[src/rtl/cca_pkg.sv]
// ----------------------------------------------------------------------------
// cca_pkg
// Shared types, microcode encodings and cost tables for the cluster cache
// access timing block.
// ----------------------------------------------------------------------------
package cca_pkg;

    // widths of the fixed item fields
    localparam int CMD_W   = 2;
    localparam int HIDX_W  = 4;
    localparam int WORD_W  = 32;
    localparam int TICKS_W = 48;
    localparam int OVH_W   = 20;
    localparam int FW_W    = 2;
    localparam int CFG_IDX_W = 8;
    // widest single increment of the tick accumulator (superblock write)
    localparam int ADD_W   = 22;

    // commands
    localparam logic [CMD_W-1:0] CMD_READ  = 2'd0;
    localparam logic [CMD_W-1:0] CMD_WRITE = 2'd1;
    localparam logic [CMD_W-1:0] CMD_CLOSE = 2'd2;

    // configuration register indexes
    localparam logic [CFG_IDX_W-1:0] CFG_FIRMWARE_CLASS = 8'd0;
    localparam logic [CFG_IDX_W-1:0] CFG_OVERHEAD       = 8'd1;

    // firmware classes
    localparam logic [FW_W-1:0] FW_OLD   = 2'd0;
    localparam logic [FW_W-1:0] FW_MID   = 2'd1;
    localparam logic [FW_W-1:0] FW_OTHER = 2'd2;

    // memcpy cost scaling: 636 / 1000, division by reciprocal floor(2^32 / 1000)
    localparam int MEMCPY_MUL   = 636;
    localparam int MEMCPY_DIV   = 1000;
    localparam int RECIP_SHIFT  = 32;
    localparam int RECIP_W      = 23;
    localparam logic [RECIP_W-1:0] RECIP_1000 = 23'd4294967;
    localparam int MEMCPY_BIAS  = 150;
    localparam int MEMCPY_OLD_BIAS = 3;
    localparam int FREE_CHECK_TICKS = 1000;

    // microcode operation codes
    localparam int OP_W = 4;
    localparam logic [OP_W-1:0] OP_NONE        = 4'd0;
    localparam logic [OP_W-1:0] OP_LATCH       = 4'd1;
    localparam logic [OP_W-1:0] OP_CLIP        = 4'd2;
    localparam logic [OP_W-1:0] OP_LEN         = 4'd3;
    localparam logic [OP_W-1:0] OP_FLUSH_MISS  = 4'd4;
    localparam logic [OP_W-1:0] OP_FILL        = 4'd5;
    localparam logic [OP_W-1:0] OP_MUL         = 4'd6;
    localparam logic [OP_W-1:0] OP_QUO         = 4'd7;
    localparam logic [OP_W-1:0] OP_FIX         = 4'd8;
    localparam logic [OP_W-1:0] OP_COPY        = 4'd9;
    localparam logic [OP_W-1:0] OP_END_PIECE   = 4'd10;
    localparam logic [OP_W-1:0] OP_DIRECT      = 4'd11;
    localparam logic [OP_W-1:0] OP_CLOSE_FLUSH = 4'd12;
    localparam logic [OP_W-1:0] OP_CLOSE_SB    = 4'd13;
    localparam logic [OP_W-1:0] OP_EMIT        = 4'd14;

    // microcode sequencing kinds
    localparam int NX_W = 3;
    localparam logic [NX_W-1:0] NX_SEQ       = 3'd0;
    localparam logic [NX_W-1:0] NX_JUMP      = 3'd1;
    localparam logic [NX_W-1:0] NX_WAIT_IN   = 3'd2;
    localparam logic [NX_W-1:0] NX_IF_CLOSE  = 3'd3;
    localparam logic [NX_W-1:0] NX_IF_NOP    = 3'd4;
    localparam logic [NX_W-1:0] NX_IF_DONE   = 3'd5;
    localparam logic [NX_W-1:0] NX_IF_DIRECT = 3'd6;
    localparam logic [NX_W-1:0] NX_WAIT_OUT  = 3'd7;

    // program steps
    localparam int STEP_W = 5;
    localparam logic [STEP_W-1:0] ST_IDLE        = 5'd0;
    localparam logic [STEP_W-1:0] ST_CLIP        = 5'd1;
    localparam logic [STEP_W-1:0] ST_DISPATCH    = 5'd2;
    localparam logic [STEP_W-1:0] ST_LOOP        = 5'd3;
    localparam logic [STEP_W-1:0] ST_CHOOSE      = 5'd4;
    localparam logic [STEP_W-1:0] ST_FLUSH       = 5'd5;
    localparam logic [STEP_W-1:0] ST_FILL        = 5'd6;
    localparam logic [STEP_W-1:0] ST_MUL         = 5'd7;
    localparam logic [STEP_W-1:0] ST_QUO         = 5'd8;
    localparam logic [STEP_W-1:0] ST_FIX         = 5'd9;
    localparam logic [STEP_W-1:0] ST_COPY        = 5'd10;
    localparam logic [STEP_W-1:0] ST_END         = 5'd11;
    localparam logic [STEP_W-1:0] ST_DIRECT      = 5'd12;
    localparam logic [STEP_W-1:0] ST_CLOSE_FLUSH = 5'd13;
    localparam logic [STEP_W-1:0] ST_CLOSE_SB    = 5'd14;
    localparam logic [STEP_W-1:0] ST_EMIT        = 5'd15;

    typedef struct packed {
        logic [OP_W-1:0]   op;
        logic [NX_W-1:0]   nxt;
        logic [STEP_W-1:0] target;
    } ctrl_word_t;

    // microprogram rom
    function automatic ctrl_word_t rom_word(input logic [STEP_W-1:0] step);
        ctrl_word_t w;
        unique case (step)
            ST_IDLE:        w = '{OP_LATCH,       NX_WAIT_IN,   ST_IDLE};
            ST_CLIP:        w = '{OP_CLIP,        NX_IF_CLOSE,  ST_CLOSE_FLUSH};
            ST_DISPATCH:    w = '{OP_NONE,        NX_IF_NOP,    ST_EMIT};
            ST_LOOP:        w = '{OP_LEN,         NX_IF_DONE,   ST_EMIT};
            ST_CHOOSE:      w = '{OP_NONE,        NX_IF_DIRECT, ST_DIRECT};
            ST_FLUSH:       w = '{OP_FLUSH_MISS,  NX_SEQ,       ST_IDLE};
            ST_FILL:        w = '{OP_FILL,        NX_SEQ,       ST_IDLE};
            ST_MUL:         w = '{OP_MUL,         NX_SEQ,       ST_IDLE};
            ST_QUO:         w = '{OP_QUO,         NX_SEQ,       ST_IDLE};
            ST_FIX:         w = '{OP_FIX,         NX_SEQ,       ST_IDLE};
            ST_COPY:        w = '{OP_COPY,        NX_SEQ,       ST_IDLE};
            ST_END:         w = '{OP_END_PIECE,   NX_JUMP,      ST_LOOP};
            ST_DIRECT:      w = '{OP_DIRECT,      NX_JUMP,      ST_LOOP};
            ST_CLOSE_FLUSH: w = '{OP_CLOSE_FLUSH, NX_SEQ,       ST_IDLE};
            ST_CLOSE_SB:    w = '{OP_CLOSE_SB,    NX_SEQ,       ST_IDLE};
            ST_EMIT:        w = '{OP_EMIT,        NX_WAIT_OUT,  ST_IDLE};
            default:        w = '{OP_NONE,        NX_JUMP,      ST_IDLE};
        endcase
        return w;
    endfunction

    // per-class tick costs; the unused class code behaves as "other"
    function automatic logic [ADD_W-1:0] cost_cluster_read(input logic [FW_W-1:0] fw);
        logic [ADD_W-1:0] c;
        priority if (fw == FW_MID) c = ADD_W'(125000);
        else if (fw == FW_OLD)     c = ADD_W'(165000);
        else                       c = ADD_W'(115000);
        return c;
    endfunction

    function automatic logic [ADD_W-1:0] cost_cluster_write(input logic [FW_W-1:0] fw);
        return (fw == FW_OLD) ? ADD_W'(370000) : ADD_W'(300000);
    endfunction

    function automatic logic [ADD_W-1:0] cost_superblock(input logic [FW_W-1:0] fw);
        logic [ADD_W-1:0] c;
        priority if (fw == FW_MID) c = ADD_W'(3350000);
        else if (fw == FW_OLD)     c = ADD_W'(4100000);
        else                       c = ADD_W'(3170000);
        return c;
    endfunction

endpackage

[src/rtl/cluster_cache_access_timing.sv]
// Steps: a cached read or write piece passes the flush, fill, multiply, quotient,
// fix, copy and end-piece steps, an aligned uncached full cluster the direct step;
// a close passes the close-flush and close-superblock steps before its result.
// Throughput: one item at a time; the microprogram walks one cluster piece per
// pass through the shared accumulator adder and the memcpy multiplier.
// Reset: cache tag, dirty and superblock flags clear, firmware class 2, no overhead.
// ----------------------------------------------------------------------------
// cluster_cache_access_timing
// Microcoded tick estimator for a flash file store with a single-cluster
// write-back cache; one result item per request item, whatever its command.
// ----------------------------------------------------------------------------
module cluster_cache_access_timing #(
    parameter int HANDLE_SLOTS  = 16,
    parameter int CLUSTER_BYTES = 16384
) (
    input  logic                                 clk,
    input  logic                                 rst_n,
    // configuration write channel
    input  logic                                 cfg_valid,
    output logic                                 cfg_ready,
    input  logic [cca_pkg::CFG_IDX_W-1:0]        cfg_index,
    input  logic [cca_pkg::OVH_W-1:0]            cfg_data,
    // request channel
    input  logic                                 in_valid,
    output logic                                 in_ready,
    input  logic [cca_pkg::CMD_W-1:0]            command,
    input  logic [cca_pkg::HIDX_W-1:0]           handle_index,
    input  logic [cca_pkg::WORD_W-1:0]           current_offset,
    input  logic [cca_pkg::WORD_W-1:0]           request_size,
    input  logic [cca_pkg::WORD_W-1:0]           file_length,
    // result channel
    output logic                                 out_valid,
    input  logic                                 out_ready,
    output logic [cca_pkg::TICKS_W-1:0]          total_ticks
);
    import cca_pkg::*;

    // cluster size must be a power of two; the block itself does not check it
    localparam int HW  = (HANDLE_SLOTS > 1) ? $clog2(HANDLE_SLOTS) : 1;
    localparam int CL  = $clog2(CLUSTER_BYTES);
    localparam int LW  = CL + 1;
    localparam int PW  = LW + 10;
    localparam int QW  = PW - 9;
    localparam int MW  = PW + RECIP_W;
    localparam int TAG_W = 16;

    // handle slot reduction by repeated subtract on the narrow index
    function automatic logic [HW-1:0] handle_mod(input logic [HIDX_W-1:0] idx);
        logic [6:0] v;
        v = 7'(idx);
        for (int i = 0; i < 8; i++)
        begin
            if (v >= 7'(HANDLE_SLOTS))
            begin
                v = v - 7'(HANDLE_SLOTS);
            end
        end
        return v[HW-1:0];
    endfunction

    // configuration registers
    logic [FW_W-1:0]    fw_reg;
    logic [OVH_W-1:0]   overhead_reg;

    // sequencer and item registers
    logic [STEP_W-1:0]  upc_reg, upc_next;
    logic [CMD_W-1:0]   cmd_reg, cmd_next;
    logic [HW-1:0]      h_reg, h_next;
    logic [WORD_W-1:0]  off_reg, off_next;
    logic [WORD_W-1:0]  cnt_reg, cnt_next;
    logic [WORD_W-1:0]  fsize_reg, fsize_next;
    logic [TICKS_W-1:0] acc_reg, acc_next;
    logic [LW-1:0]      len_reg, len_next;
    logic [PW-1:0]      prod_reg, prod_next;
    logic [QW-1:0]      quo_reg, quo_next;

    // cache and superblock state
    logic               cvalid_reg, cvalid_next;
    logic [HW-1:0]      chandle_reg, chandle_next;
    logic [TAG_W-1:0]   ccluster_reg, ccluster_next;
    logic               cdirty_reg, cdirty_next;
    logic [HANDLE_SLOTS-1:0] sb_reg, sb_next;

    // result register
    logic               out_valid_reg, out_valid_next;
    logic [TICKS_W-1:0] ticks_reg, ticks_next;

    ctrl_word_t         cw;
    logic               hit;
    logic               is_wr;
    logic               direct;
    logic               out_free;
    logic               flush_req;
    logic [ADD_W-1:0]   add_val;
    logic [LW-1:0]      room;
    logic [WORD_W-1:0]  off_adv;
    logic [MW-1:0]      recip_prod;
    logic [PW-1:0]      rem;
    logic [ADD_W-1:0]   memcpy_cost;

    assign cfg_ready   = 1'b1;
    assign in_ready    = (upc_reg == ST_IDLE);
    assign out_valid   = out_valid_reg;
    assign total_ticks = ticks_reg;

    // datapath helpers
    always_comb
    begin
        cw         = rom_word(upc_reg);
        hit        = cvalid_reg && (chandle_reg == h_reg)
                     && (ccluster_reg == off_reg[CL+TAG_W-1:CL]);
        is_wr      = (cmd_reg == CMD_WRITE);
        direct     = !hit && (cnt_reg >= WORD_W'(CLUSTER_BYTES))
                     && (off_reg[CL-1:0] == '0);
        out_free   = !out_valid_reg || out_ready;
        room       = LW'(CLUSTER_BYTES) - LW'(off_reg[CL-1:0]);
        off_adv    = off_reg + WORD_W'(len_reg);
        recip_prod = MW'(prod_reg) * MW'(RECIP_1000);
        rem        = prod_reg - PW'(quo_reg * PW'(MEMCPY_DIV));
        if (fw_reg == FW_OLD)
        begin
            memcpy_cost = ADD_W'(len_reg) + ADD_W'(MEMCPY_OLD_BIAS);
        end
        else
        begin
            memcpy_cost = ADD_W'(quo_reg) + ADD_W'(MEMCPY_BIAS);
        end
    end

    // microcode operation decode
    always_comb
    begin
        cmd_next       = cmd_reg;
        h_next         = h_reg;
        off_next       = off_reg;
        cnt_next       = cnt_reg;
        fsize_next     = fsize_reg;
        len_next       = len_reg;
        prod_next      = prod_reg;
        quo_next       = quo_reg;
        cvalid_next    = cvalid_reg;
        chandle_next   = chandle_reg;
        ccluster_next  = ccluster_reg;
        cdirty_next    = cdirty_reg;
        sb_next        = sb_reg;
        ticks_next     = ticks_reg;
        out_valid_next = out_valid_reg && !out_ready;
        add_val        = '0;
        flush_req      = 1'b0;

        unique case (cw.op)
            OP_LATCH:
            begin
                if (in_valid)
                begin
                    cmd_next   = command;
                    h_next     = handle_mod(handle_index);
                    off_next   = current_offset;
                    cnt_next   = request_size;
                    fsize_next = file_length;
                end
            end
            OP_CLIP:
            begin
                if (cmd_reg == CMD_READ)
                begin
                    priority if (off_reg >= fsize_reg)
                        cnt_next = '0;
                    else if (cnt_reg > fsize_reg - off_reg)
                        cnt_next = fsize_reg - off_reg;
                    else
                        cnt_next = cnt_reg;
                end
            end
            OP_LEN:
            begin
                if (cnt_reg < WORD_W'(room))
                begin
                    len_next = cnt_reg[LW-1:0];
                end
                else
                begin
                    len_next = room;
                end
            end
            OP_FLUSH_MISS:
            begin
                flush_req = !hit;
            end
            OP_FILL:
            begin
                if (!hit)
                begin
                    if (off_reg < fsize_reg)
                    begin
                        add_val = cost_cluster_read(fw_reg);
                    end
                    cvalid_next   = 1'b1;
                    chandle_next  = h_reg;
                    ccluster_next = off_reg[CL+TAG_W-1:CL];
                end
            end
            OP_MUL:
            begin
                prod_next = PW'(len_reg) * PW'(MEMCPY_MUL);
            end
            OP_QUO:
            begin
                quo_next = recip_prod[MW-1:RECIP_SHIFT];
            end
            OP_FIX:
            begin
                if (rem >= PW'(MEMCPY_DIV))
                begin
                    quo_next = quo_reg + QW'(1);
                end
            end
            OP_COPY:
            begin
                add_val     = memcpy_cost + (is_wr ? ADD_W'(FREE_CHECK_TICKS) : '0);
                cdirty_next = is_wr;
            end
            OP_END_PIECE:
            begin
                off_next  = off_adv;
                cnt_next  = cnt_reg - WORD_W'(len_reg);
                flush_req = is_wr && (off_adv[CL-1:0] == '0);
            end
            OP_DIRECT:
            begin
                add_val  = is_wr ? cost_cluster_write(fw_reg) : cost_cluster_read(fw_reg);
                off_next = off_reg + WORD_W'(CLUSTER_BYTES);
                cnt_next = cnt_reg - WORD_W'(CLUSTER_BYTES);
                if (is_wr)
                begin
                    sb_next[h_reg] = 1'b1;
                end
            end
            OP_CLOSE_FLUSH:
            begin
                if (cvalid_reg && chandle_reg == h_reg)
                begin
                    flush_req   = 1'b1;
                    cvalid_next = 1'b0;
                end
            end
            OP_CLOSE_SB:
            begin
                if (sb_reg[h_reg])
                begin
                    add_val = cost_superblock(fw_reg);
                end
                sb_next[h_reg] = 1'b0;
            end
            OP_EMIT:
            begin
                if (out_free)
                begin
                    ticks_next     = acc_reg;
                    out_valid_next = 1'b1;
                end
            end
            default:
            begin
            end
        endcase

        // write back a dirty cached cluster
        if (flush_req && cvalid_reg && cdirty_reg)
        begin
            cdirty_next          = 1'b0;
            sb_next[chandle_reg] = 1'b1;
            add_val              = cost_cluster_write(fw_reg);
        end

        // tick accumulator
        if (cw.op == OP_LATCH)
        begin
            acc_next = TICKS_W'(overhead_reg);
        end
        else
        begin
            acc_next = acc_reg + TICKS_W'(add_val);
        end
    end

    // step counter and conditional jumps
    always_comb
    begin
        unique case (cw.nxt)
            NX_SEQ:       upc_next = upc_reg + STEP_W'(1);
            NX_JUMP:      upc_next = cw.target;
            NX_WAIT_IN:   upc_next = in_valid ? upc_reg + STEP_W'(1) : upc_reg;
            NX_IF_CLOSE:  upc_next = (cmd_reg == CMD_CLOSE) ? cw.target
                                                            : upc_reg + STEP_W'(1);
            NX_IF_NOP:    upc_next = (cmd_reg != CMD_READ && cmd_reg != CMD_WRITE)
                                     ? cw.target : upc_reg + STEP_W'(1);
            NX_IF_DONE:   upc_next = (cnt_reg == '0) ? cw.target : upc_reg + STEP_W'(1);
            NX_IF_DIRECT: upc_next = direct ? cw.target : upc_reg + STEP_W'(1);
            NX_WAIT_OUT:  upc_next = out_free ? cw.target : upc_reg;
            default:      upc_next = ST_IDLE;
        endcase
    end

    // configuration registers
    always_ff @(posedge clk or negedge rst_n)
    begin
        if (!rst_n)
        begin
            fw_reg       <= FW_OTHER;
            overhead_reg <= '0;
        end
        else if (cfg_valid)
        begin
            if (cfg_index == CFG_FIRMWARE_CLASS)
            begin
                fw_reg <= cfg_data[FW_W-1:0];
            end
            else if (cfg_index == CFG_OVERHEAD)
            begin
                overhead_reg <= cfg_data;
            end
        end
    end

    // control and cache state
    always_ff @(posedge clk or negedge rst_n)
    begin
        if (!rst_n)
        begin
            upc_reg       <= ST_IDLE;
            cvalid_reg    <= 1'b0;
            chandle_reg   <= '0;
            ccluster_reg  <= '0;
            cdirty_reg    <= 1'b0;
            sb_reg        <= '0;
            out_valid_reg <= 1'b0;
        end
        else
        begin
            upc_reg       <= upc_next;
            cvalid_reg    <= cvalid_next;
            chandle_reg   <= chandle_next;
            ccluster_reg  <= ccluster_next;
            cdirty_reg    <= cdirty_next;
            sb_reg        <= sb_next;
            out_valid_reg <= out_valid_next;
        end
    end

    // datapath payload registers
    always_ff @(posedge clk)
    begin
        cmd_reg   <= cmd_next;
        h_reg     <= h_next;
        off_reg   <= off_next;
        cnt_reg   <= cnt_next;
        fsize_reg <= fsize_next;
        acc_reg   <= acc_next;
        len_reg   <= len_next;
        prod_reg  <= prod_next;
        quo_reg   <= quo_next;
        ticks_reg <= ticks_next;
    end

endmodule

[config.mk]
export PLATFORM = sky130hd
export DESIGN_NAME = cluster_cache_access_timing
export DESIGN_NICKNAME = d
export VERILOG_FILES = /design/src/rtl/cca_pkg.sv /design/src/rtl/cluster_cache_access_timing.sv
export SDC_FILE = /design/constraint.sdc
export NUM_CORES = 2
export LEC_CHECK = 0
export ABC_AREA = 1
export BUFFER_PORTS_ARGS = -buffer_cell sky130_fd_sc_hd__buf_4
export CORE_ASPECT_RATIO = 0.7
export CORE_MARGIN = 2
export CORE_UTILIZATION = 50
export DETAILED_ROUTE_END_ITERATION = 10
export PLACE_DENSITY = 0.75
export SLEW_MARGIN = 20
export SYNTH_ARGS = -nofsm -noshare
export SYNTH_HDL_FRONTEND = slang
export SYNTH_SLANG_ARGS = --single-unit
[constraint.sdc]
create_clock -name clk -period 7.7 [get_ports clk]
set_input_delay 1.155 -clock clk [delete_from_list [all_inputs] [get_ports clk]]
set_output_delay 1.155 -clock clk [all_outputs]
set_load 0.01 [all_outputs]
* Word level (Yosys, flattened, before mapping)
Memories as Yosys holds them, arrays and structs flattened.
Cells that the tools add are included.
** Word-level totals
- Input port bits :: 135
- Logic and storage cells :: 178
- Register bits after elaboration :: 318
- Memory bits (read-only) :: 176
- Memories kept :: 1
- Output and inout port bits :: 51
** Memories
- (name not given) :: depth 16, bits a word 11, rd ports 1, clocked after Yosys merged registers in 0, write ports 0, RTL line cca_pkg.sv:100 : unique case (step)
** Operators by class
- Bitwise gates (word level) :: 6
- Multipliers :: 3
- Add/sub/neg operators :: 13
- Equal/unequal tests :: 36
- Muxes and demuxes :: 50
- $lt $le $gt $ge :: 10
- Reductions and logical operators :: 39
** Operators by type and width (count)
- 32-bit 2-to-1 mux :: 5
- 32-bit case mux with 4 select lines :: 1
- 32-bit case mux with 3 select lines :: 1
- 22-bit case mux with 4 select lines :: 1
- 18-bit 2-to-1 mux :: 4
- 22-bit 2-to-1 mux :: 3
- 16-bit case mux with 2 select lines :: 2
- 20-bit 2-to-1 mux :: 3
- 48-bit by 22-bit adder with 48-bit output :: 1
- 16-bit 2-to-1 mux :: 3
- 23-bit by 23-bit multiplier with 46-bit output (second input constant) :: 1
- 5-bit case mux with 8 select lines :: 1
- 17-bit 2-to-1 mux :: 2
- 32-bit by 15-bit adder with 32-bit output :: 1
- 32-bit by 15-bit adder with 32-bit output (second input constant) :: 1
- 32-bit by 15-bit greater-or-equal comparator with 1-bit output (second input constant) :: 1
- 32-bit greater-or-equal comparator :: 1
- 32-bit > comparator :: 1
- 32-bit logical NOT :: 1
- 32-bit by 15-bit < comparator with 1-bit output :: 1
- 32-bit < comparator :: 1
- 16-bit OR :: 2
- 32-bit by 15-bit subtractor with 32-bit output :: 1
- 32-bit by 15-bit subtractor with 32-bit output (second input constant) :: 1
- 54 further kinds :: 117

* Longest topological paths before layout
- Depth in word-level cells :: 10
- Depth in mapped cells :: 37
- Gate-level depth less buffers :: 37

* Worst setup path after synthesis
Ideal clock, no wire load.
- Kind :: register to register
- Start :: reg quo_reg[4]
- End :: reg quo_reg[0], enable pin
- Path buffers :: 0
- Arrival time :: 5.749 ns
- Setup slack :: 1.579 ns
- Stages on the path, launching flop included :: 33
- Data required time :: 7.328 ns
- Period minus slack after synthesis :: 6.121 ns
- Library setup time :: 0.372 ns
- Cell sequence :: edfxtp_1 > inv_1 > fa_1 > fa_1 > fa_1 > inv_1 > fa_1 > ha_1 > nand2_1 > inv_1 > nand3_1 > nor2_1 > nor2_1 > o21ai_0 > a21oi_1 > o21ai_0 > a21oi_1 > xor2_1 > ha_1 > nand2_1 > nor2_1 > nand2_1 > nor3b_1 > nor2_1 > inv_1 > nand2_1 > nand2_1 > inv_1 > nand2_1 > nor2_1 > nand2_1 > nand2_1 > nand2_1
** On the way
- Longest elaborated chain between the ends :: 5
** Ends and longest elaborated chain
- start, declared :: RTL line cluster_cache_access_timing.sv:75 : logic [QW-1:0] quo_reg, quo_next;
- start signal, assigned :: RTL line cluster_cache_access_timing.sv:362 : quo_reg <= quo_next;
- 16-bit by 7-bit multiplier with 22-bit output :: RTL line cluster_cache_access_timing.sv:119 : rem = prod_reg - PW'(quo_reg * PW'(MEMCPY_DIV));
- 25-bit subtractor :: RTL line cluster_cache_access_timing.sv:119
- 25-bit by 10-bit greater-or-equal comparator with 1-bit output :: RTL line cluster_cache_access_timing.sv:213 : if (rem >= PW'(MEMCPY_DIV))
- 2-bit != test (no source line)
- 2-bit AND reduction (no source line)
Every way passes these cells.
A chain may end at the register's enable or synchronous reset.

* Worst setup path after layout
- Start :: reg quo_reg[7]
- End :: reg quo_reg[2], enable pin
The elaborated chain is that of the path after synthesis.

==> out/results.txt <==
status: finished, final reports clean
CP endpoint: quo_reg[2]
Hold-fix buffers, CTS: 0
Clock Tree Buf Depth: 3
CTS Buf Count: 31
Largest delay share family, worst path: adder cells
RD Place Congestion: 0.995
Clock Pin Slew Worst Setup and Hold Paths: 0.08 ns
DRC viols: 0
CP max stage delay: 0.59 ns
setup repair bufs after CTS: 0
post-placement setup slack: 1.04 ns
Worst Hold Launch: acc_reg[35]
Least-Margin Pin Slew: 1.05 ns
Yosys top cell area share: 17.1%
grt ovf: 0
r2r setup slk: 0.97 ns
Req. time, crit path: 7.98 ns
Via density: 5.54
DRT Wirelength: 117000 um
starting density of the core: 50.7%
TritonCTS clock tree: yes
Final period util: 87.4%
final HPWL from detailed placement: 96300 um
Mapped Cells: 5173
CP Launch Point: quo_reg[7]
Clock Root Buffer: clkbuf_16
largest net degree at the start of global routing: 67
layout cells sized above 1: 6.43%
Avg WL per Cell: 18.2 um
FF+latch count, synth: 318
worst setup margin: 0.971 ns
clk_skew: 0.0436 ns
min-delay worst type: reg -> reg
die area: 80500 sq um
number of flops mapped to enable cells by yosys: 204
Power per Cell Area: 92.9 nW/um^2
# clock sinks: 318
crit path max fanout: 16
CP startpoint kind: register
setup tns final: 0 ns
number of max-cap violations: 0
num ports: 186
area grow syn2layout: 9.33%
Syn Nets: 6094
PortBufs: 184
synth top area cells: ha_1 17%, edfxtp_1 16%, fa_1 13%, nand2_1 10%, inv_1 9.3%
n_diodes: 0
initial antenna violation count: 3
slew margin rel.: 29.3%
number of global-route vias before repair: 33209
count leader, synth: nand2_1
Worst Path Class, Setup: reg -> reg
first-pass GRT wire length: 183000 um
endpoints failing hold: 0
Worst R2R End: quo_reg[2]
clock network power share: 40.9%
Gate power share: 9.8%
RR Startpoint: quo_reg[7]
Final min period: 6.73 ns
CP Depth: 28
P_int: 2930 uW
Die X: 338 um
Mean Syn Cell Area: 7.56 sq um
post_cts resized: 0
H-tree depth: 1
1st-iter DRT viols: 3764
R2R depth: 28
row count: 85
Net Sw Frac: 26.2%
CP max-delay cell: fa_1
Final Max Slew Viols: 0
WP buf/inv: 4
VDD IR max: 163 uV
RSZ-0062 raised after global routing: false
Post-synth top flop: edfxtp_1
Cell variety after synth: 70
Initial DRT Pass Iterations: 6
Core Box Area: 77100 sq um
fin nets: 6279
Seq/Total Area, Yosys: 22.4%
post-synth top area cell: ha_1
Die Ht: 238 um
top cells by count, synth: 1091 x nand2_1, 965 x inv_1, 534 x ha_1
Psw: 1040 uW
Achievable Freq: 149 MHz
Worst-Skew Late Latency: 0.63 ns
Post-Syn Area: 39100 sq um
leakage: 0.0213 uW
synth warn: 0
async set or reset register ratio after synthesis: 20.8%
remaining antenna violation count: 0
routed vias: 35616
sequential share of power: 49.4%
GRT Resource Usage Total: 28.8%
post-layout power: 3970 uW
Worst setup EP type: register
final setup fails: 0
Critical Path AT: 7.01 ns
[placed cells by master (no fill, tap or decap), drive strengths merged, types with 10 or more instances in the layout]
master	instances
dfrtp	65
o21a	15
buf	212
xor2	92
nand3	291
clkinv	10
o21ai	347
nor3	68
xnor2	39
nand3b	19
dfxtp	48
clkbuf	42
a31oi	28
nand4	77
a22oi	12
edfxtp	204
a21oi	327
fa	252
o21bai	21
nor2	434
nand2	1097
o211ai	29
inv	983
ha	534
or2	15
nor4	23
a21o	28
[kinds of logic (layout without fill, tap and decap cells)]
| family | after synthesis | count (layout) | share of synthesized area (%) |
|---|---|---|---|
| xor gates and xnor gates | 131 | 131 | 2.94 |
| DFF | 318 | 318 | 22.4 |
| and+or+nand+nor | 2036 | 2036 | 22.0 |
| adders and majority gates | 786 | 786 | 30.0 |
| buffers and inverters | 1043 | 1253 | 10.3 |
| other | 1 | 1 | 0.00959 |
| AOI/OAI and AO/OA | 858 | 858 | 12.4 |
[stage by stage]
stage | hold WS, ns | std cells | utilization, % | area, sq um
global placement | 0.419 | 6369 | 54.1 | 41700
floorplan | 0.408 | 5173 | - | 39100
detailed placement | 0.430 | 6369 | 54.1 | 41700
CTS | 0.446 | 6427 | 55.4 | 42700
finish | 0.453 | 6427 | 55.4 | 42700
global route | 0.461 | 6427 | 55.4 | 42700
[power groups by stage]
stage	sequential (uW)	combinational (uW)	clock (uW)
after CTS	1960	382	1640
final	1960	388	1620
after floorplan	1950	247	0
after global routing	1960	429	1700
after global placement	1990	372	0
after detailed placement	1990	378	0
[layer usage]
| metal | routed length (um) | track usage [%] |
|---|---|---|
| met1 | 55500 | 44.9 |
| met2 | 44900 | 39.0 |
| met3 | 14600 | 8.18 |
| met4 | 2250 | 5.14 |
| met5 | 41 | 0 |
[worst min-delay path by stage]
stage                                  to  slack, ns  cells after the start
after floorplan           total_ticks[35]       0.41                      0
after global placement     total_ticks[4]       0.42                      0
after CTS                 total_ticks[35]       0.45                      0
after detailed placement  total_ticks[35]       0.43                      0
after global routing      total_ticks[35]       0.46                      0
final                     total_ticks[35]       0.45                      0
[worst register-to-register path, delay by kind of cell, from the launching register on]
kind            cells  cell delay [ns]
fa+ha+maj           6             2.75
flops               1             0.54
compound gates      7             1.38
simple gates       10             0.81
buf+inv             4             0.70
xor+xnor            1             0.18
[final cells by class]
class / instances / area (sq um)
clock buffers: 42 / 898
clock inverters: 16 / 144
fillers: 7242 / 34400
inverters: 983 / 3690
multi-input cells: 3812 / 26400
flip-flops and latches: 318 / 8740
well taps: 1044 / 1310
repair buffers: 212 / 1590
Note: power is estimated with default switching activity, not from simulation.
